## src/sv/c2s_pkg.sv

```systemverilog
`timescale 1ns / 1ps
`default_nettype none
// ----------------------------------------------------------------------------
// c2s_pkg
// Shared types and constants for the column-to-span converter.
// ----------------------------------------------------------------------------
package c2s_pkg;

    localparam int ROWS_DEF = 64;   // default row count (2..64)

    localparam int COL_W  = 10;     // input column field
    localparam int SCOL_W = 9;      // stored / emitted column
    localparam int TOP_W  = 7;      // top field, also holds the empty marker
    localparam int ROW_W  = 6;      // row / bottom field

    typedef struct packed {
        logic [COL_W-1:0] column;
        logic [TOP_W-1:0] prev_top;
        logic [ROW_W-1:0] prev_bottom;
        logic [TOP_W-1:0] cur_top;
        logic [ROW_W-1:0] cur_bottom;
    } t_col_word;

    typedef struct packed {
        logic [ROW_W-1:0]  span_row;
        logic [SCOL_W-1:0] span_first;
        logic [SCOL_W-1:0] span_last;
        logic              final_span;
    } t_span_word;

endpackage : c2s_pkg
`default_nettype wire

```

## src/sv/c2s_out_stage.sv

```systemverilog
`timescale 1ns / 1ps
`default_nettype none
// ----------------------------------------------------------------------------
// c2s_out_stage
// Output register for span words; frees itself in the cycle it is taken.
// ----------------------------------------------------------------------------
module c2s_out_stage
    import c2s_pkg::*;
(
    input  wire logic       i_clk,
    input  wire logic       i_rst_n,
    input  wire logic       i_load,
    input  wire t_span_word i_word,
    output logic            o_free,
    output logic            o_valid,
    input  wire logic       i_ready,
    output t_span_word      o_word
);

    logic       r_valid;
    t_span_word r_word;

    assign o_free  = !r_valid || i_ready;
    assign o_valid = r_valid;
    assign o_word  = r_word;

    always_ff @(posedge i_clk) begin
        if (!i_rst_n) begin
            r_valid <= 1'b0;
        end else if (i_load) begin
            r_valid <= 1'b1;
        end else if (i_ready) begin
            r_valid <= 1'b0;
        end
    end

    always_ff @(posedge i_clk) begin
        if (i_load) begin
            r_word <= i_word;
        end
    end

endmodule : c2s_out_stage
`default_nettype wire

```

## src/sv/column_to_span_converter.sv

```systemverilog
`timescale 1ns / 1ps
`default_nettype none
// ----------------------------------------------------------------------------
// column_to_span_converter
// Converts a floor/ceiling region given column by column into horizontal
// spans, keeping each row's open span start in a single-port row memory.
// ----------------------------------------------------------------------------
//
//  channel  | handshake           | word         | direction
//  ---------+---------------------+--------------+----------
//  column   | i_valid / o_ready   | i_col        | in
//  span     | o_valid / i_ready   | o_span       | out
//
//  Per column the phases close top rows, close bottom rows, open top rows
//  and open bottom rows, one access of the single row-memory port per
//  cycle while no output stall holds the reads. A span's read data is
//  registered, then loaded into the output register once it is free.
//  Reset (synchronous, active low) clears the sequencer and output valid;
//  the row memory is not cleared, its rows are written before being read.
//  A stalled output holds further reads; writes and the next column's
//  accept do not wait on the output.
//
module column_to_span_converter
    import c2s_pkg::*;
#(
    parameter int ROWS = ROWS_DEF
) (
    input  wire logic       i_clk,
    input  wire logic       i_rst_n,
    input  wire logic       i_valid,
    output logic            o_ready,
    input  wire t_col_word  i_col,
    output logic            o_valid,
    input  wire logic       i_ready,
    output t_span_word      o_span
);

    localparam int AW = $clog2(ROWS);

    // sequencer phases
    localparam logic [2:0] S_IDLE = 3'd0;  // waiting for a column
    localparam logic [2:0] S_TOP  = 3'd1;  // close top rows, ascending
    localparam logic [2:0] S_BOT  = 3'd2;  // close bottom rows, descending
    localparam logic [2:0] S_WTOP = 3'd3;  // open new top rows
    localparam logic [2:0] S_WBOT = 3'd4;  // open new bottom rows

    localparam logic [TOP_W-1:0] ROWS_T = TOP_W'(ROWS);
    localparam logic [TOP_W-1:0] ONE_T  = TOP_W'(1);

    // empty marker: any top at or above ROWS
    function automatic logic [TOP_W-1:0] norm_top(input logic [TOP_W-1:0] v);
        return (v >= ROWS_T) ? ROWS_T : v;
    endfunction

    // bottom saturates at the last row
    function automatic logic [TOP_W-1:0] norm_bot(input logic [ROW_W-1:0] v);
        logic [TOP_W-1:0] w;
        w = {1'b0, v};
        return (w >= ROWS_T) ? (ROWS_T - ONE_T) : w;
    endfunction

    logic [2:0]        r_state, n_state;
    logic [TOP_W-1:0]  r_t1, n_t1, r_b1, n_b1, r_t2, n_t2, r_b2, n_b2;
    logic [SCOL_W-1:0] r_col, n_col, r_last, n_last;
    logic              r_rd_pend, n_rd_pend;
    logic [ROW_W-1:0]  r_pend_row, n_pend_row;
    logic              r_pend_final, n_pend_final;
    logic [SCOL_W-1:0] r_pend_last, n_pend_last;
    logic [SCOL_W-1:0] r_rdata;

    logic [SCOL_W-1:0] mem [ROWS];

    logic              rd_en, wr_en;
    logic [AW-1:0]     mem_addr;
    logic              out_free, out_load, can_issue;
    logic [TOP_W-1:0]  t1_inc, b1_dec;
    logic              top_go, bot_go, wtop_go, wbot_go;
    t_span_word        span_word;

    assign o_ready   = (r_state == S_IDLE);
    assign out_load  = r_rd_pend && out_free;
    assign can_issue = !r_rd_pend || out_free;

    assign t1_inc = r_t1 + ONE_T;
    assign b1_dec = r_b1 - ONE_T;

    assign top_go  = (r_t1 < r_t2) && (r_t1 <= r_b1);
    assign bot_go  = (r_b1 > r_b2) && (r_b1 >= r_t1);
    assign wtop_go = (r_t2 < r_t1) && (r_t2 <= r_b2);
    assign wbot_go = (r_b2 > r_b1) && (r_b2 >= r_t2);

    always_comb begin
        n_state      = r_state;
        n_t1         = r_t1;
        n_b1         = r_b1;
        n_t2         = r_t2;
        n_b2         = r_b2;
        n_col        = r_col;
        n_last       = r_last;
        n_pend_row   = r_pend_row;
        n_pend_final = r_pend_final;
        n_pend_last  = r_pend_last;
        rd_en        = 1'b0;
        wr_en        = 1'b0;
        mem_addr     = '0;

        case (r_state)
            S_IDLE: begin
                if (i_valid) begin
                    n_t1    = norm_top(i_col.prev_top);
                    n_b1    = norm_bot(i_col.prev_bottom);
                    n_t2    = norm_top(i_col.cur_top);
                    n_b2    = norm_bot(i_col.cur_bottom);
                    n_col   = i_col.column[SCOL_W-1:0];
                    n_last  = i_col.column[SCOL_W-1:0] - SCOL_W'(1);
                    n_state = S_TOP;
                end
            end
            S_TOP: begin
                if (top_go) begin
                    if (can_issue) begin
                        rd_en        = 1'b1;
                        mem_addr     = r_t1[AW-1:0];
                        n_pend_row   = r_t1[ROW_W-1:0];
                        n_pend_last  = r_last;
                        // last span unless another top row or a bottom row follows
                        n_pend_final = !(((t1_inc < r_t2) && (t1_inc <= r_b1)) ||
                                         ((r_b1 > r_b2) && (r_b1 >= t1_inc)));
                        n_t1         = t1_inc;
                    end
                end else begin
                    n_state = S_BOT;
                end
            end
            S_BOT: begin
                if (bot_go) begin
                    if (can_issue) begin
                        rd_en        = 1'b1;
                        mem_addr     = r_b1[AW-1:0];
                        n_pend_row   = r_b1[ROW_W-1:0];
                        n_pend_last  = r_last;
                        n_pend_final = !((b1_dec > r_b2) && (b1_dec >= r_t1));
                        n_b1         = b1_dec;
                    end
                end else begin
                    n_state = S_WTOP;
                end
            end
            S_WTOP: begin
                if (wtop_go) begin
                    wr_en    = 1'b1;
                    mem_addr = r_t2[AW-1:0];
                    n_t2     = r_t2 + ONE_T;
                end else begin
                    n_state = S_WBOT;
                end
            end
            S_WBOT: begin
                if (wbot_go) begin
                    wr_en    = 1'b1;
                    mem_addr = r_b2[AW-1:0];
                    n_b2     = r_b2 - ONE_T;
                end else begin
                    n_state = S_IDLE;
                end
            end
            default: begin
                n_state = S_IDLE;
            end
        endcase

        if (rd_en) begin
            n_rd_pend = 1'b1;
        end else if (out_load) begin
            n_rd_pend = 1'b0;
        end else begin
            n_rd_pend = r_rd_pend;
        end
    end

    always_ff @(posedge i_clk) begin
        if (!i_rst_n) begin
            r_state   <= S_IDLE;
            r_rd_pend <= 1'b0;
        end else begin
            r_state   <= n_state;
            r_rd_pend <= n_rd_pend;
        end
    end

    always_ff @(posedge i_clk) begin
        r_t1         <= n_t1;
        r_b1         <= n_b1;
        r_t2         <= n_t2;
        r_b2         <= n_b2;
        r_col        <= n_col;
        r_last       <= n_last;
        r_pend_row   <= n_pend_row;
        r_pend_final <= n_pend_final;
        r_pend_last  <= n_pend_last;
    end

    // row start memory: one port, read data registered
    always_ff @(posedge i_clk) begin
        if (wr_en) begin
            mem[mem_addr] <= r_col;
        end
        if (rd_en) begin
            r_rdata <= mem[mem_addr];
        end
    end

    // span end travels with its read, so a new column may load r_last
    // while a stalled span still waits
    always_comb begin
        span_word.span_row   = r_pend_row;
        span_word.span_first = r_rdata;
        span_word.span_last  = r_pend_last;
        span_word.final_span = r_pend_final;
    end

    c2s_out_stage u_out (
        .i_clk   (i_clk),
        .i_rst_n (i_rst_n),
        .i_load  (out_load),
        .i_word  (span_word),
        .o_free  (out_free),
        .o_valid (o_valid),
        .i_ready (i_ready),
        .o_word  (o_span)
    );

endmodule : column_to_span_converter
`default_nettype wire
```

## config.mk

```make
export PLATFORM = sky130hd
export DESIGN_NAME = column_to_span_converter
export DESIGN_NICKNAME = d
export VERILOG_FILES = /design/src/sv/c2s_pkg.sv /design/src/sv/c2s_out_stage.sv /design/src/sv/column_to_span_converter.sv
export SDC_FILE = /design/constraint.sdc
export NUM_CORES = 1
export LEC_CHECK = 0
export CAP_MARGIN = 20
export CORE_MARGIN = 1.5
export CORE_UTILIZATION = 55
export DETAILED_ROUTE_END_ITERATION = 16
export DONT_BUFFER_PORTS = 1
export PLACE_DENSITY = 0.76
export RECOVER_POWER = 100
export SKIP_LAST_GASP = 1
export SLEW_MARGIN = 20
export SYNTH_ARGS = -nofsm -noshare
export SYNTH_HDL_FRONTEND = slang
export SYNTH_SLANG_ARGS = --single-unit
```

## constraint.sdc

```tcl
create_clock -name i_clk -period 5.3 [get_ports i_clk]
set_input_delay 0.795 -clock i_clk [delete_from_list [all_inputs] [get_ports i_clk]]
set_output_delay 0.795 -clock i_clk [all_outputs]
set_load 0.005 [all_outputs]
```

==> results of run 1 <==
-- kinds of logic after synthesis --
family / count (synthesis) / synth area share (%)
compound gates: 254 / 6.10
xor+xnor: 26 / 0.804
fa+ha+maj: 61 / 2.70
buf+inv: 128 / 2.19
flops: 677 / 71.6
mux: 121 / 7.38
simple gates: 560 / 9.19
-- registers in the layout (all words and copies together) (netlist names), 6 cells and up --
| register | count |
|---|---|
| r_t1 | 7 |
| r_last | 9 |
| r_t2 | 7 |
| r_rdata | 9 |
| r_pend_row | 6 |
| r_col | 9 |
| mem | 576 |
| r_b1 | 7 |
| r_pend_last | 9 |
| u_out.o_word | 25 |
| r_b2 | 7 |
-- through the flow --
| stage | area (sq um) | power (W) |
|---|---|---|
| final | 31500 | 0.0146 |
| after global routing | 31500 | 0.0150 |
| after CTS | 31800 | 0.0145 |
| after detailed placement | 29700 | 0.00999 |
| after global placement | 29700 | 0.00988 |
| after floorplan | 28300 | 0.00874 |
-- area by class of cell --
class,instances,area [sq um],area share [%]
inverter,36,135,0.429
timing repair buffer,129,744,2.36
sequential,677,20300,64.4
tap,672,841,2.67
clock inverter,35,221,0.703
clock buffer,88,1870,5.94
multi-input combinational,1022,7420,23.5
-- cells in the mapped netlist (16+ instances only) --
master,instances,share of area [%]
a21oi_1,62,1.1
a31oi_1,20,0.44
o21ai_0,47,0.83
mux4_2,70,5.6
clkbuf_1,36,0.48
a22oi_1,17,0.45
nor2_1,95,1.3
edfxtp_1,672,71
mux2i_1,49,1.7
nor3_1,22,0.39
a221oi_1,33,1.0
buf_2,21,0.37
nand2_1,237,3.1
nand4_1,33,0.73
ha_1,61,2.7
nand3_1,89,1.6
buf_1,16,0.21
inv_1,36,0.48
xnor2_1,19,0.59
-- worst min path at each step --
stage | from | to | cells after the start
floorplan | r_last[0] | r_pend_last[0] | 0
global placement | r_pend_last[5] | u_out.o_word[6] | 0
detailed placement | r_last[6] | r_pend_last[6] | 0
CTS | i_col[26] | r_col[0] | 0
global route | i_col[26] | r_col[0] | 0
finish | i_col[26] | r_col[0] | 0
-- power groups by stage --
stage          sequential, W  combinational, W  clock, W
6_report             0.00661           0.00337   0.00458
5_1_grt              0.00663           0.00360   0.00480
4_1_cts              0.00657           0.00334   0.00462
3_5_place_dp         0.00668           0.00331         0
3_3_place_gp         0.00667           0.00321         0
2_1_floorplan        0.00673           0.00202         0
-- layer usage --
metal,track usage (%),up-vias,part of all wire (%)
li1,-,7349,-
met1,38.0,8697,37
met2,44.1,1164,47
met3,7.23,202,11
met4,11.4,2,4.2
met5,0,-,0.022
==> run_results.csv, run 1 <==
group,metric,value,unit
worst_setup_path,crit_end,"r_rdata[6]",
synthesis,syn_nets,1928,
pwr,switchingPower,0.00448,W
sta,final_max_slew_viol_count,611,
synthesis,synthFlopType,"edfxtp_1",
clocking,cts_tree,"done",
sta,setup_tns,0,ns
layout,layout_common_cells,"edfxtp_1, nand2_1, nor2_1",
pwr,p_per_area,462,nW/um^2
sta,grt_setup_unrepaired,"false",
global_route,grt_usage,28.2,%
floorplanning,die_x,230,microns
clocking,cts_setup_buffers,0,
floorplanning,die-area,52800,sq um
clocking,cts.clk_slew.worst_paths,0.06,ns
floorplanning,initial_core_util,56.1,%
pwr,pwr-share-clk,31.4,%
routing,drc,0,
worst_setup_path,criticalPathCategory,"reg -> reg",
worst_setup_path,cp_data_arrival_time,5.62,ns
sta,tightest_slew,3.35,ns
layout,fillers,3611,
synthesis,yosysSeqAreaShare,71.6,%
synthesis,syn_avg_cell_area,15.5,sq um
layout,nets,2037,
sta,setup-violations-final,0,
clocking,clock_sinks,677,
clocking,cts_resized,0,
layout,drive_gt1_share,12.9,%
global_route,grt_first_pass_wirelength,109000,microns
floorplanning,coreArea,50500,sq um
global_route,antenna_found_initial,1,
routing,drt_pass1_iterations,8,
worst_setup_path,crit_slowest_cell,"a221o_1",
sta,finalCritPeriodShare,96.8,%
clocking,hold_buffers,0,
worst_setup_path,cpMostUsedCell,"a21o_1",
synthesis,synth-async-reset-ratio,0,%
worst_setup_path,crit_buf_inv,2,
pwr,p_int,0.0101,W
sta,post-route-min-period,5.13,ns
worst_setup_path,path_cells,"inv_1, ha_1, nand4_1, a21o_1, a21o_1, nor3_1, a221o_1, nand3_1, clkbuf_1, a2111oi_0, a31oi_1, o211ai_1, or4_1",
floorplanning,rows,82,
sta,fin_hold_ws,0.278,ns
place,dp_slack,0.299,ns
pwr,ir_drop,254,uV
synthesis,yosys_register_bits,677,
routing,drt-vias-per-instance,6.55,
worst_setup_path,rr_startpoint,"r_b2[4]",
sta,finalHoldViolCount,0,
sta,setup_slack,0.169,ns
pwr,cellLeakagePower,10.7,nW
sta,slew-limit-headroom,-124,%
sta,fin_skew,0.0267,ns
layout,final_cells,2659,
synthesis,synth_area,28300,sq um
place,dpl.cell_count,2536,
worst_setup_path,required,5.79,ns
routing,drt_iter0_drc,2727,
routing,postRouteAntennaNets,0,
floorplanning,ioPinCount,67,
layout,final_common_cell,"edfxtp_1",
flow_run,max_cap_violations,10,
clocking,cts_buffer_depth,3,
worst_setup_path,critPathLaunchType,"flip-flop",
run_status,violations,"capacitance limit, slew limit",
global_route,first_global_vias,16929,
worst_setup_path,end_kind,"flip-flop",
clocking,clock_latency,0.61,ns
worst_setup_path,cp_slowest_stage_delay,0.74,ns
worst_setup_path,reg2regPathDepth,13,
synthesis,ys_warn_count,0,
routing,vias,17414,
worst_setup_path,r2r-end,"r_rdata[6]",
synthesis,synth_edf_count,672,
pwr,p_comb_share,23.1,%
layout,area_growth,11.3,%
worst_setup_path,crit_start,"r_b2[4]",
synthesis,synthCells,1827,
worst_hold_path,hold_path_class,"in -> reg",
worst_setup_path,critical_path_peak_fanout,11,
worst_setup_path,path_depth,13,
layout,utilization,62.4,%
floorplanning,die_h,230,microns
routing,drt_wl_total,74100,microns
place,portBuffers,0,
pwr,sequentialPowerShare,45.4,%
layout,diodes,0,
routing,routedWlPerCell,27.9,microns
sta,fmax,195,MHz
place,dp_hpwl,46700,microns
worst_setup_path,worst-r2r-setup-slack,0.17,ns
global_route,grt_overflow_total,0,
run_status,status,"complete, but fails checks",
clocking,numCtsBuffers,70,
pwr,switching_share,30.7,%
worst_setup_path,critPathTopFamily,"compound AO/OA/AOI/OAI gates",
clocking,htree_num_levels,3,
synthesis,yosysUniqueCellTypes,61,
clocking,cts_root_buffer,"clkbuf_16",
global_route,grt_max_degree,65,
place,gp_congestion,0.958,
Note: power is estimated with default switching activity, not from simulation.
==> inputs of run 2 (changes only) <==
- clock period: 5.3 -> 4.9 ns (I/O delays scaled with it)
==> run 2 against run 1 <==
  * The flow still finishes with violations (capacitance limit, slew limit)
  * Core utilization up 0.81 points
  * Largest cell class unchanged
  * Sequential share of layout area fell by 0.83 points
  * Final cell count up 1.2%
  * Clock power is 8.5% higher
  * Critical path depth increased by 1
  * Highest routed layer unchanged
  * Register-to-register slack got worse by 0.07 ns
==> run_results.csv, run 2 (synthesis gave the netlist of run 1 again) <==
group,metric,value,unit
run_status,status,"complete, but fails checks",
run_status,violations,"capacitance limit, slew limit",
layout,area_growth,12.8,%
global_route,first_global_vias,17313,
sta,finalCritPeriodShare,98.0,%
sta,finalHoldViolCount,0,
place,dp_hpwl,47900,microns
routing,postRouteAntennaNets,0,
clocking,cts_root_buffer,"clkbuf_16",
layout,largest_reg_flops,576,
sta,final_max_slew_viol_count,611,
sta,grt_setup_unrepaired,"false",
worst_setup_path,critPathLaunchType,"flip-flop",
pwr,p_per_area,499,nW/um^2
routing,drt_wl_total,75100,microns
global_route,grt_max_degree,65,
routing,vias,17593,
routing,drc,0,
sta,post-route-min-period,4.80,ns
clocking,htree_num_levels,3,
floorplanning,initial_core_util,56.1,%
clocking,cts_tree,"done",
clocking,clock_sinks,677,
layout,drive_gt1_share,14.4,%
worst_hold_path,hold_path_class,"in -> reg",
routing,drt_iter0_drc,2588,
clocking,numCtsBuffers,68,
floorplanning,die_h,230,microns
worst_setup_path,required,5.28,ns
sta,slew-limit-headroom,-119,%
worst_setup_path,critical_path_peak_fanout,11,
pwr,cellLeakagePower,11.0,nW
worst_setup_path,criticalPathCategory,"reg -> reg",
clocking,cts.clk_slew.worst_paths,0.06,ns
layout,largest_register,"mem",
floorplanning,rows,82,
sta,setup_tns,0,ns
pwr,ir_drop,310,uV
place,gp_congestion,0.976,
routing,routedWlPerCell,27.9,microns
layout,final_common_cell,"edfxtp_1",
sta,fin_skew,0.0318,ns
global_route,grt_first_pass_wirelength,112000,microns
sta,fmax,208,MHz
sta,setup-violations-final,0,
pwr,total_power,0.0159,W
floorplanning,ioPinCount,67,
worst_setup_path,cp_data_arrival_time,5.18,ns
routing,drt_pass1_iterations,6,
place,postPlaceCellArea,30100,sq um
layout,final_area,31900,sq um
layout,nets,2075,
global_route,grt_overflow_total,0,
clocking,cts_buffer_depth,3,
clocking,clock_latency,0.63,ns
floorplanning,die-area,52800,sq um
floorplanning,die_x,230,microns
sta,tightest_slew,3.29,ns
layout,utilization,63.2,%
clocking,hold_buffers,0,
flow_run,max_cap_violations,10,
place,portBuffers,0,
layout,fillers,3521,
layout,diodes,0,
global_route,grt_usage,28.8,%
floorplanning,coreArea,50500,sq um
layout,layout_common_cells,"edfxtp_1, nand2_1, nor2_1",
worst_setup_path,end_kind,"flip-flop",
global_route,antenna_found_initial,1,
routing,drt-vias-per-instance,6.54,
run 2: cell types whose count changed in the layout (fill, tap and decap cells not counted), moves of 2 or more:
cell        change
clkinv_16       +2
nor3_2          +2
clkinv_2        -3
clkbuf_16       -2
clkinvlp_4      -2
clkbuf_2       +11
buf_4          +20
bufinv_16       +2
buf_12         +10
nor3_1          -2
inv_6           -3
run 2: where the power goes:
group | leakage [nW] | switching (W) | internal, W
Clock | 1.02 | 0.00218 | 0.00279
Sequential | 6.11 | 0.000175 | 0.00697
Combinational | 3.84 | 0.00250 | 0.00130
Total | 11.0 | 0.00486 | 0.0111
run 2: layer usage:
layer  wire length (microns)  GRT usage, %  vias to the layer above
li1                        -             -                     7415
met1                   27900          39.3                     8747
met5                      13             0                        -
met2                   35500          45.5                     1217
met3                    8550          5.98                      212
met4                    3180          12.3                        2
run 2: worst paths after layout:
check,start,endpoint,slack (ns),depth (start not counted)
min reg2reg,r_last[5],r_pend_last[5],0.42,0
min,i_col[26],r_col[0],0.21,0
max reg2reg,r_t1[4],r_rdata[2],0.1,14
max,r_t1[4],r_rdata[2],0.1,14
run 2: critical path, stage by stage, from the launching register on:
cell      delay, ns
edfxtp_1       0.42
inv_1          0.11
ha_1           0.32
a211o_1        0.35
a21oi_1        0.33
a21o_1         0.30
nor3_2         0.12
a221o_1        0.67
clkbuf_1       0.29
nand3_1        0.20
clkbuf_1       0.50
nor2_1         0.14
a31oi_1        0.39
nand3_1        0.15
a211o_1        0.28
run 2: timing repair:
item | 4_1_cts | 5_1_grt
endpoints found under the setup margin | 0 | 1
gates resized for setup | 0 | 1
buffers inserted | 0 | 0
run 2: final cells by class:
class,instances,area [sq um],share of cell area [%]
clock inverters,30,293,0.917
well taps,672,841,2.63
multi-input cells,1022,7430,23.3
repair buffers,169,1140,3.57
clock buffers,85,1810,5.66
inverters,36,135,0.423
flip-flops and latches,677,20300,63.5
run 2: per-stage QoR:
step	std cells	hold slack [ns]	setup slack (ns)
final	2691	0.209	0.0977
after global placement	2575	0.401	0.150
after CTS	2691	0.196	0.315
after detailed placement	2576	0.405	0.295
after global routing	2691	0.206	0.0432
after floorplan	1827	0.400	0.941
